<file path="src/hw/rtl/u8dv_pkg.sv">
// shared types, constants and byte classification for the utf-8 decoder
`timescale 1ns / 1ps
`default_nettype none

package u8dv_pkg;

  // width of the internal character counter (saturates at all ones)
  localparam int COUNT_BITS = 32;
  localparam int CP_W       = 21;
  localparam int OUT_CNT_W  = 32;

  // byte patterns
  localparam logic [1:0] CONT_TAG  = 2'b10;
  localparam logic [2:0] LEAD2_TAG = 3'b110;
  localparam logic [3:0] LEAD3_TAG = 4'b1110;
  localparam logic [4:0] LEAD4_TAG = 5'b11110;

  // kind of a byte seen with no sequence open
  typedef enum logic [2:0] {
    LEAD_ASCII,
    LEAD_TWO,
    LEAD_THREE,
    LEAD_FOUR,
    LEAD_BAD
  } lead_kind_t;

  // one result item
  typedef struct packed {
    logic [CP_W-1:0]      code_point;
    logic                 code_point_ready;
    logic                 sequence_error;
    logic [OUT_CNT_W-1:0] char_count;
    logic                 text_valid;
    logic                 last_result;
  } out_item_t;

  // classify a byte as a lead
  function automatic lead_kind_t classify_lead(input logic [7:0] b);
    lead_kind_t k;
    k = LEAD_BAD;
    if (!b[7]) begin
      k = LEAD_ASCII;
    end else if (b[7:5] == LEAD2_TAG) begin
      k = LEAD_TWO;
    end else if (b[7:4] == LEAD3_TAG) begin
      k = LEAD_THREE;
    end else if (b[7:3] == LEAD4_TAG) begin
      k = LEAD_FOUR;
    end
    return k;
  endfunction

endpackage

`default_nettype wire

</file>
<file path="src/hw/rtl/u8dv_if.sv">
// valid/ready channel interfaces for the byte input and the result output
`timescale 1ns / 1ps
`default_nettype none

interface u8dv_in_if;
  logic       valid;
  logic       ready;
  logic [7:0] in_byte;
  logic       end_of_text;

  modport source (output valid, output in_byte, output end_of_text, input ready);
  modport sink   (input valid, input in_byte, input end_of_text, output ready);
endinterface

interface u8dv_out_if;
  import u8dv_pkg::*;
  logic                 valid;
  logic                 ready;
  logic [CP_W-1:0]      code_point;
  logic                 code_point_ready;
  logic                 sequence_error;
  logic [OUT_CNT_W-1:0] char_count;
  logic                 text_valid;
  logic                 last_result;

  modport source (output valid, output code_point, output code_point_ready,
                  output sequence_error, output char_count, output text_valid,
                  output last_result, input ready);
  modport sink   (input valid, input code_point, input code_point_ready,
                  input sequence_error, input char_count, input text_valid,
                  input last_result, output ready);
endinterface

`default_nettype wire

</file>
<file path="src/hw/rtl/u8dv_step.sv">
// decoder state and the per-byte decode logic
`timescale 1ns / 1ps
`default_nettype none

module u8dv_step
  import u8dv_pkg::*;
(
  input  wire logic       clk,
  input  wire logic       rst_n,
  input  wire logic       acc,
  input  wire logic [7:0] in_byte,
  input  wire logic       end_of_text,
  output out_item_t       res
);

  logic [1:0]            need_r, need_nxt;
  logic [CP_W-1:0]       pv_r, pv_nxt;
  logic [COUNT_BITS-1:0] cnt_r, cnt_nxt;
  logic                  noerr_r, noerr_nxt;

  logic                  is_cont;
  logic                  err;
  logic                  rdy;
  logic [CP_W-1:0]       cp;
  logic [1:0]            need_d;
  logic [CP_W-1:0]       pv_d;
  lead_kind_t            kind;

  assign is_cont = (in_byte[7:6] == CONT_TAG);
  assign kind    = classify_lead(in_byte);

  // decode one byte against the open sequence
  always_comb begin
    err    = 1'b0;
    rdy    = 1'b0;
    cp     = '0;
    need_d = need_r;
    pv_d   = pv_r;
    if ((need_r != 2'd0) && is_cont) begin
      need_d = need_r - 2'd1;
      pv_d   = {pv_r[CP_W-7:0], in_byte[5:0]};
      if (need_d == 2'd0) begin
        rdy  = 1'b1;
        cp   = pv_d;
        pv_d = '0;
      end
    end else begin
      // an open sequence cut short by a non-continuation byte
      err    = (need_r != 2'd0);
      need_d = 2'd0;
      pv_d   = '0;
      unique case (kind)
        LEAD_ASCII: begin
          rdy = 1'b1;
          cp  = CP_W'(in_byte[6:0]);
        end
        LEAD_TWO: begin
          need_d = 2'd1;
          pv_d   = CP_W'(in_byte[4:0]);
        end
        LEAD_THREE: begin
          need_d = 2'd2;
          pv_d   = CP_W'(in_byte[3:0]);
        end
        LEAD_FOUR: begin
          need_d = 2'd3;
          pv_d   = CP_W'(in_byte[2:0]);
        end
        default: begin
          err = 1'b1;
        end
      endcase
    end
    // truncated at end of buffer
    if (end_of_text && (need_d != 2'd0)) begin
      err = 1'b1;
    end
  end

  // running count and flag, then clear after the last byte
  always_comb begin
    cnt_nxt   = cnt_r;
    if (rdy && (cnt_r != {COUNT_BITS{1'b1}})) begin
      cnt_nxt = cnt_r + COUNT_BITS'(1);
    end
    noerr_nxt = noerr_r & ~err;

    res.code_point       = cp;
    res.code_point_ready = rdy;
    res.sequence_error   = err;
    res.char_count       = OUT_CNT_W'(cnt_nxt);
    res.text_valid       = noerr_nxt;
    res.last_result      = end_of_text;
  end

  assign need_nxt = end_of_text ? 2'd0 : need_d;
  assign pv_nxt   = end_of_text ? '0   : pv_d;

  // state registers
  always_ff @(posedge clk) begin
    if (!rst_n) begin
      need_r  <= 2'd0;
      pv_r    <= '0;
      cnt_r   <= '0;
      noerr_r <= 1'b1;
    end else if (acc) begin
      need_r  <= need_nxt;
      pv_r    <= pv_nxt;
      cnt_r   <= end_of_text ? '0   : cnt_nxt;
      noerr_r <= end_of_text ? 1'b1 : noerr_nxt;
    end
  end

  // buffer end returns all state to its reset value
  a_clear_after_last: assert property (@(posedge clk) disable iff (!rst_n)
    acc && end_of_text |=> (need_r == 2'd0) && (cnt_r == '0) && noerr_r)
    else $error("state not cleared after last byte");

  // no partial value is left without an open sequence
  a_pv_idle: assert property (@(posedge clk) disable iff (!rst_n)
    (need_r == 2'd0) |-> (pv_r == '0))
    else $error("partial value without open sequence");

  // an error inside a buffer sticks until the buffer ends
  a_err_sticks: assert property (@(posedge clk) disable iff (!rst_n)
    acc && err && !end_of_text |=> !noerr_r)
    else $error("error flag lost inside buffer");

endmodule

`default_nettype wire

</file>
<file path="src/hw/rtl/u8dv_skid.sv">
// two-entry output buffer whose can_push comes from its own state, not directly from out ready
`timescale 1ns / 1ps
`default_nettype none

module u8dv_skid
  import u8dv_pkg::*;
(
  input  wire logic      clk,
  input  wire logic      rst_n,
  input  wire logic      push,
  input  wire out_item_t push_item,
  output logic           can_push,
  output logic           out_valid,
  input  wire logic      out_ready,
  output out_item_t      out_item
);

  logic      main_valid_r, skid_valid_r;
  out_item_t main_r, skid_r;
  logic      pop;

  assign can_push  = ~skid_valid_r;
  assign out_valid = main_valid_r;
  assign out_item  = main_r;
  assign pop       = main_valid_r & out_ready;

  // valid bits
  always_ff @(posedge clk) begin
    if (!rst_n) begin
      main_valid_r <= 1'b0;
      skid_valid_r <= 1'b0;
    end else begin
      if (pop) begin
        main_valid_r <= skid_valid_r | push;
        skid_valid_r <= 1'b0;
      end else if (push) begin
        main_valid_r <= 1'b1;
        skid_valid_r <= main_valid_r;
      end
    end
  end

  // payload
  always_ff @(posedge clk) begin
    if (pop) begin
      main_r <= skid_valid_r ? skid_r : push_item;
    end else if (push && !main_valid_r) begin
      main_r <= push_item;
    end
    if (push && main_valid_r && !pop) begin
      skid_r <= push_item;
    end
  end

  // the spare entry is only used behind a full main entry
  a_skid_order: assert property (@(posedge clk) disable iff (!rst_n)
    skid_valid_r |-> main_valid_r)
    else $error("spare entry filled with main entry empty");

  // a stalled full buffer keeps its spare item
  a_skid_hold: assert property (@(posedge clk) disable iff (!rst_n)
    skid_valid_r && !pop |=> skid_valid_r && $stable(skid_r))
    else $error("spare item lost during stall");

  // a pop with a spare item leaves the buffer holding one item
  a_skid_drain: assert property (@(posedge clk) disable iff (!rst_n)
    skid_valid_r && pop |=> main_valid_r && !skid_valid_r)
    else $error("drain of spare entry broken");

endmodule

`default_nettype wire

</file>
<file path="src/hw/rtl/utf8_stream_decode_validate_top.sv">
// top level of the streaming utf-8 decoder and validator
//
//   channel   direction  payload
//   in_ch     sink       in_byte[7:0], end_of_text
//   out_ch    source     code_point[20:0], code_point_ready, sequence_error,
//                        char_count[31:0], text_valid, last_result
//
// one byte item accepted per cycle while in_ready is high; its result item is
// registered in the output buffer and offered behind any earlier result; the
// decode state updates as each byte is taken, so bytes follow back to back.
// a two-entry output buffer lets input run while one result waits; in_ready
// drops only when both entries are full.
// rst_n is synchronous, active low; it clears decode state and the buffer.
`timescale 1ns / 1ps
`default_nettype none

module utf8_stream_decode_validate_top
  import u8dv_pkg::*;
(
  input  wire logic   clk,
  input  wire logic   rst_n,
  u8dv_in_if.sink     in_ch,
  u8dv_out_if.source  out_ch
);

  logic      acc;
  logic      can_push;
  out_item_t step_res;
  out_item_t buf_item;

  assign in_ch.ready = can_push;
  assign acc         = in_ch.valid & can_push;

  // per-byte decode
  u8dv_step u_step (
    .clk         (clk),
    .rst_n       (rst_n),
    .acc         (acc),
    .in_byte     (in_ch.in_byte),
    .end_of_text (in_ch.end_of_text),
    .res         (step_res)
  );

  // result buffer
  u8dv_skid u_skid (
    .clk       (clk),
    .rst_n     (rst_n),
    .push      (acc),
    .push_item (step_res),
    .can_push  (can_push),
    .out_valid (out_ch.valid),
    .out_ready (out_ch.ready),
    .out_item  (buf_item)
  );

  assign out_ch.code_point       = buf_item.code_point;
  assign out_ch.code_point_ready = buf_item.code_point_ready;
  assign out_ch.sequence_error   = buf_item.sequence_error;
  assign out_ch.char_count       = buf_item.char_count;
  assign out_ch.text_valid       = buf_item.text_valid;
  assign out_ch.last_result      = buf_item.last_result;

endmodule

`default_nettype wire
</file>
<file path="src/flat_wrapper.sv">
// flat-port wrapper written by rule: the top's interface ports become plain ports
module utf8_stream_decode_validate_top_flat import u8dv_pkg::*;
  (clk, rst_n, in_ch_valid, in_ch_in_byte, in_ch_end_of_text, in_ch_ready, out_ch_valid, out_ch_code_point, out_ch_code_point_ready, out_ch_sequence_error, out_ch_char_count, out_ch_text_valid, out_ch_last_result, out_ch_ready);
  u8dv_in_if in_ch_i ();
  u8dv_out_if out_ch_i ();
  input  wire logic clk;
  input  wire logic rst_n;
  input wire logic [$bits(in_ch_i.valid)-1:0] in_ch_valid;
  input wire logic [$bits(in_ch_i.in_byte)-1:0] in_ch_in_byte;
  input wire logic [$bits(in_ch_i.end_of_text)-1:0] in_ch_end_of_text;
  output wire logic [$bits(in_ch_i.ready)-1:0] in_ch_ready;
  output wire logic [$bits(out_ch_i.valid)-1:0] out_ch_valid;
  output wire logic [$bits(out_ch_i.code_point)-1:0] out_ch_code_point;
  output wire logic [$bits(out_ch_i.code_point_ready)-1:0] out_ch_code_point_ready;
  output wire logic [$bits(out_ch_i.sequence_error)-1:0] out_ch_sequence_error;
  output wire logic [$bits(out_ch_i.char_count)-1:0] out_ch_char_count;
  output wire logic [$bits(out_ch_i.text_valid)-1:0] out_ch_text_valid;
  output wire logic [$bits(out_ch_i.last_result)-1:0] out_ch_last_result;
  input wire logic [$bits(out_ch_i.ready)-1:0] out_ch_ready;
  assign in_ch_i.valid = in_ch_valid;
  assign in_ch_i.in_byte = in_ch_in_byte;
  assign in_ch_i.end_of_text = in_ch_end_of_text;
  assign in_ch_ready = in_ch_i.ready;
  assign out_ch_valid = out_ch_i.valid;
  assign out_ch_code_point = out_ch_i.code_point;
  assign out_ch_code_point_ready = out_ch_i.code_point_ready;
  assign out_ch_sequence_error = out_ch_i.sequence_error;
  assign out_ch_char_count = out_ch_i.char_count;
  assign out_ch_text_valid = out_ch_i.text_valid;
  assign out_ch_last_result = out_ch_i.last_result;
  assign out_ch_i.ready = out_ch_ready;
  utf8_stream_decode_validate_top u_core (.clk(clk), .rst_n(rst_n), .in_ch(in_ch_i), .out_ch(out_ch_i));
endmodule
</file>
<file path="config.mk">
export PLATFORM = sky130hd
export DESIGN_NAME = utf8_stream_decode_validate_top_flat
export DESIGN_NICKNAME = d
export VERILOG_FILES = /design/src/hw/rtl/u8dv_pkg.sv /design/src/hw/rtl/u8dv_if.sv /design/src/hw/rtl/u8dv_step.sv /design/src/hw/rtl/u8dv_skid.sv /design/src/hw/rtl/utf8_stream_decode_validate_top.sv /design/src/flat_wrapper.sv
export SDC_FILE = /design/constraint.sdc
export NUM_CORES = 1
export LEC_CHECK = 0
export ABC_CLOCK_PERIOD_IN_PS = 10560
export BUFFER_PORTS_ARGS = -buffer_cell sky130_fd_sc_hd__buf_4
export CORE_AREA = 4 4 110 190
export CTS_BUF_LIST = sky130_fd_sc_hd__clkbuf_4 sky130_fd_sc_hd__clkbuf_8 sky130_fd_sc_hd__clkbuf_16
export DETAILED_ROUTE_END_ITERATION = 12
export DIE_AREA = 0 0 114 194
export PLACE_DENSITY = 0.64
export SKIP_CTS_REPAIR_TIMING = 1
export SYNTH_ARGS = -nofsm -noshare
export SYNTH_HDL_FRONTEND = slang
export SYNTH_HIERARCHICAL = 1
export SYNTH_SLANG_ARGS = --single-unit
</file>
<file path="constraint.sdc">
create_clock -name clk -period 10.56 [get_ports clk]
set_input_delay 2.112 -clock clk [delete_from_list [all_inputs] [get_ports clk]]
set_output_delay 2.112 -clock clk [all_outputs]
set_load 0.02 [all_outputs]
</file>
# Yosys cells after proc, flatten, opt, wreduce, memory -nomap -nowiden
# Index checks and enable logic that the tools add are counted.
# totals
ff_bits	166
in_bits	13
out_inout_bits	59
# classes
n_addsub	2
n_eq_ne	8
mux	28
n_bitwise	7
reduce_logical	16
# op_table
cell	n
$mux 57	3
$mux 32	2
$mux 15	3
$mux 21	2
$add 32x1->32 const B	1
$ne 32x32->1 const B	1
$pmux 5 s3	1
$mux 3	4
$mux 1	9
$reduce_bool 2->1	4
$mux 7	1
$eq 3x2->1 const B	2
$logic_and 1x1->1	6
$pmux 2 s3	1
$eq 5x5->1 const B	1
$eq 4x4->1 const B	1
$mux 2	2
$reduce_or 4->1	1
$and 1x1->1	3
$eq 3x1->1 const B	1
$eq 3x3->1 const B	1
$logic_not 3->1	1
$not 1->1	3
$eq 2x2->1 const B	1
5 further kinds	6

# Longest topological paths before layout
# logic_depth
ltp_word	15
ltp_mapped	10

# Hierarchy
# Netlist, hierarchy kept.
# by_module_without_submodules
mod	instances	cells_each	area_each_um2	seq_area_each_um2
u8dv_skid	1	188	4324.1	3463.3
u8dv_step	1	422	3265.6	1001.0
utf8_stream_decode_validate_top	1	1	6.3	0.0

# Worst setup path before layout
# No wires, ideal clock.
# synth_timing
path_type	input to register
start	input in_ch_valid
end	register u_core/u_skid/skid_r[0] in the netlist's numbering (enable)
setup_time_ns	0.472
t_arrival_ns	4.744
setup_slack_ns	5.345
path_stages	3
path_buffers	0
cell_sequence	and2_1 > nand2_1 > nor2_1
# synth_between
elab_chain_cells	3
# synth_lines
item	line_no	text
start: declaration	flat_wrapper.sv:8	input wire logic [$bits(in_ch_i.valid)-1:0] in_ch_valid;
$and 1x1->1	utf8_stream_decode_validate_top.sv:32	assign acc = in_ch.valid & can_push;
$logic_and 1x1->1 (2 in series)	u8dv_skid.sv:50	if (push && main_valid_r && !pop) begin
end signal: assignment	u8dv_skid.sv:51	skid_r <= push_item;
end: declaration	u8dv_skid.sv:19	out_item_t main_r, skid_r;
# No other way between the ends.
# A chain may end at the register's enable or synchronous reset.

# Worst setup path in the final report
# layout_timing
start	input in_ch_valid
end	register u_core.u_step.cnt_r[29]
# layout_between
elab_chain_cells	1
# layout_lines
item	line_no	text
$and 1x1->1	utf8_stream_decode_validate_top.sv:32	
via u_core.acc	utf8_stream_decode_validate_top.sv:26	logic acc;
end signal: assignment	u8dv_step.sv:109	cnt_r <= end_of_text ? '0 : cnt_nxt;
end: declaration	u8dv_step.sv:18	logic [COUNT_BITS-1:0] cnt_r, cnt_nxt;
# The timed path passes the listed nets, and every way through them passes these cells.

==> results.toml <==
[layout]
multi_input_comb_area_sq_um = 2900
fillerInstances = 1790
instances_no_fill = 921
final_cell_area_sq_um = 8890
antenna_cells = 0
utilization_pct = 46.1
syn_to_final_growth_pct = 17.0
layout-drive-gt1-share_pct = 26.5
nets = 683
seq_area_sq_um = 4460

[yosys]
ys_warn_count = 6
synthTopCellsByArea = "edfxtp_1, dfxtp_1, mux2_4"
synthCells = 611
ys_types = 59
synth_flop_cell = "edfxtp_1"
yosys.area.top_type = "edfxtp_1"
syn_area_per_cell_sq_um = 12.4
netlist_area_sq_um = 7600
async_flop_share_pct = 0
syn-num-nets = 627
synth_edf_count = 114
synth_seq_cells = 166
synth-seq-area-share_pct = 58.8
synth_top_area_share_pct = 45.1

[clock_tree]
clock_latency_ps = 430
cts_tree = "done"
clock_path_buffers = 2
clock_sinks = 166
cts_made_buffers = 17
path_clk_slew_ps = 70
root_buffer = "clkbuf_16"
htreeDepth = 4

[timing]
slew_violations = 0
period_share_pct = 42.3
max-slew-margin-rel_pct = 24.9
final.min_clock_period_ps = 4470
final_hold_viol_count = 0
fin_ws_ps = 6090
hold_slack_ps = 486
fmax_ghz = 0.224
tns_ps = 0
skew_ps = 10.1
rsz0062_at_grt = "false"
tightestPinTransition_ps = 1120
setup_viol = 0

[worst_setup_path]
cp-start-kind = "input port"
critPathKind = "input port to flop"
crit_path_end_kind = "flop"
path_max_fanout = 33
required_ps = 10880
critPathArrivalTime_ps = 4790

[global_routing]
grt_pass1_wl_microns = 27300
grt_pass1_vias = 5120
antenna_found_initial = 0
track_usage_pct = 15.8
overflow = 0
grt_max_degree = 58

[drt]
totalWireLength_microns = 17400
remaining_drc_errors = 0
post_drt_wl_per_cell_microns = 18.8
first_iter_violations = 304
vias_per_cell = 5.47
ant_nets = 0
drt_pass1_iterations = 5
via_count = 5037

[floorplan]
start_util_pct = 39.4
die_w_microns = 114
die_area_sq_um = 22100
die_h_microns = 194
rows = 67
pin_count = 72
core_sq_um = 19300

[run]
cap_violations = 0

[place]
dp_slack_ps = 5650
port_buffers = 71
gp_congestion = 0.865
placed_cell_area_sq_um = 8280
place_inst = 889
dpl.hpwl_microns = 11800

[power_and_ir_drop]
peakVddDrop_v = 0.000103
power_mw = 1.46
powerDensity_nw_per_um2 = 165
leakagePower_nw = 3.34

[outcome]
status = "complete, no violations"

[min_path]
hp-class = "flop to flop"
-- flip-flops by register name, summed over array words and instances, names as in the netlist --
register	flops
u_core/u_skid/skid_valid_r	1
u_core/u_step/cnt_r	32
u_core/u_skid/out_item	57
u_core/u_skid/out_valid	1
u_core/u_step/noerr_r	1
u_core/u_step/pv_r	15
u_core/u_skid/skid_r	57
u_core/u_step/need_r	2
-- layout make-up --
class | instances | share of cell area, %
sequential | 166 | 50.2
multi-input combinational | 394 | 32.7
timing repair buffer | 74 | 6.25
clock buffer | 17 | 4.79
tap | 241 | 3.39
clock inverter | 15 | 2.06
inverter | 14 | 0.591
-- power breakdown --
part,switching [mW],leakage (nW),internal (mW)
sequential,0.00756,1.56,0.719
combinational,0.0723,1.49,0.0399
clock,0.286,0.291,0.340
total,0.366,3.34,1.10
-- cell usage after synthesis, drive strengths merged, types with 2 or more instances --
| cell type | number |
|---|---|
| a211oi | 2 |
| a21boi | 2 |
| a21oi | 20 |
| a22o | 4 |
| a22oi | 16 |
| a31oi | 12 |
| a32o | 3 |
| a32oi | 2 |
| a41oi | 4 |
| and2 | 27 |
| and3 | 9 |
| buf | 17 |
| clkbuf | 20 |
| dfxtp | 52 |
| edfxtp | 114 |
| ha | 3 |
| inv | 14 |
| mux2 | 59 |
| nand2 | 34 |
| nand3 | 19 |
| nand4 | 14 |
| nor2 | 35 |
| nor2b | 10 |
| nor3 | 16 |
| nor3b | 3 |
| nor4 | 8 |
| o21a | 6 |
| o21ai | 25 |
| o31ai | 5 |
| or3 | 8 |
| or3b | 4 |
| or4 | 2 |
| xnor2 | 19 |
| xor2 | 11 |
-- kinds of logic after synthesis --
logic type | after synthesis | share of synthesized area [%]
DFF | 166 | 58.8
adders and majority gates | 3 | 0.494
xor gates and xnor gates | 30 | 3.46
muxes | 60 | 10.4
buffers and inverters | 51 | 3.26
and+or+nand+nor | 195 | 14.1
AOI/OAI and AO/OA | 106 | 9.50
-- critical path: stages --
cell,delay [ps]
buf_4,110
and2_1,290
inv_1,880
nor2_1,280
nand2_1,540
nor2_1,80
a32o_1,270
a31o_2,210
-- layout by cell type (no fill, tap or decap), types with 16 or more instances in the layout --
cell type and n:
buf_4 74, and2_1 27, nand2_1 33, dfxtp_1 52
xnor2_1 19, mux2_2 28, edfxtp_1 114, nor2_1 34
o21ai_0 24, clkbuf_16 17, a21oi_1 19, nand3_1 16
nor3_1 16, a22oi_1 16, mux2_4 30
-- layer usage --
layer  track usage, %  up-vias  routed length, microns
met5                0        -                       0
met4             7.13        0                     591
met3             3.09       36                     622
met2             29.4      132                    9610
met1             16.7     2470                    6530
li1                 -     2399                       -
-- worst paths after layout --
path | from | endpoint | slack, ps | depth (start not counted)
setup / recovery | in_ch_valid | u_core/u_step/cnt_r[29]$_SDFFE_PN0P_ | 6090 | 8
hold / removal | u_core/u_step/noerr_r$_SDFFE_PN1P_ | u_core/u_step/noerr_r$_SDFFE_PN1P_ | 490 | 2
setup reg to reg | u_core/u_skid/skid_valid_r$_SDFFE_PP0P_ | u_core/u_step/cnt_r[29]$_SDFFE_PN0P_ | 7390 | 8
hold reg to reg | u_core/u_step/noerr_r$_SDFFE_PN1P_ | u_core/u_step/noerr_r$_SDFFE_PN1P_ | 490 | 2
No activity file was read; power rests on OpenSTA's default activity.
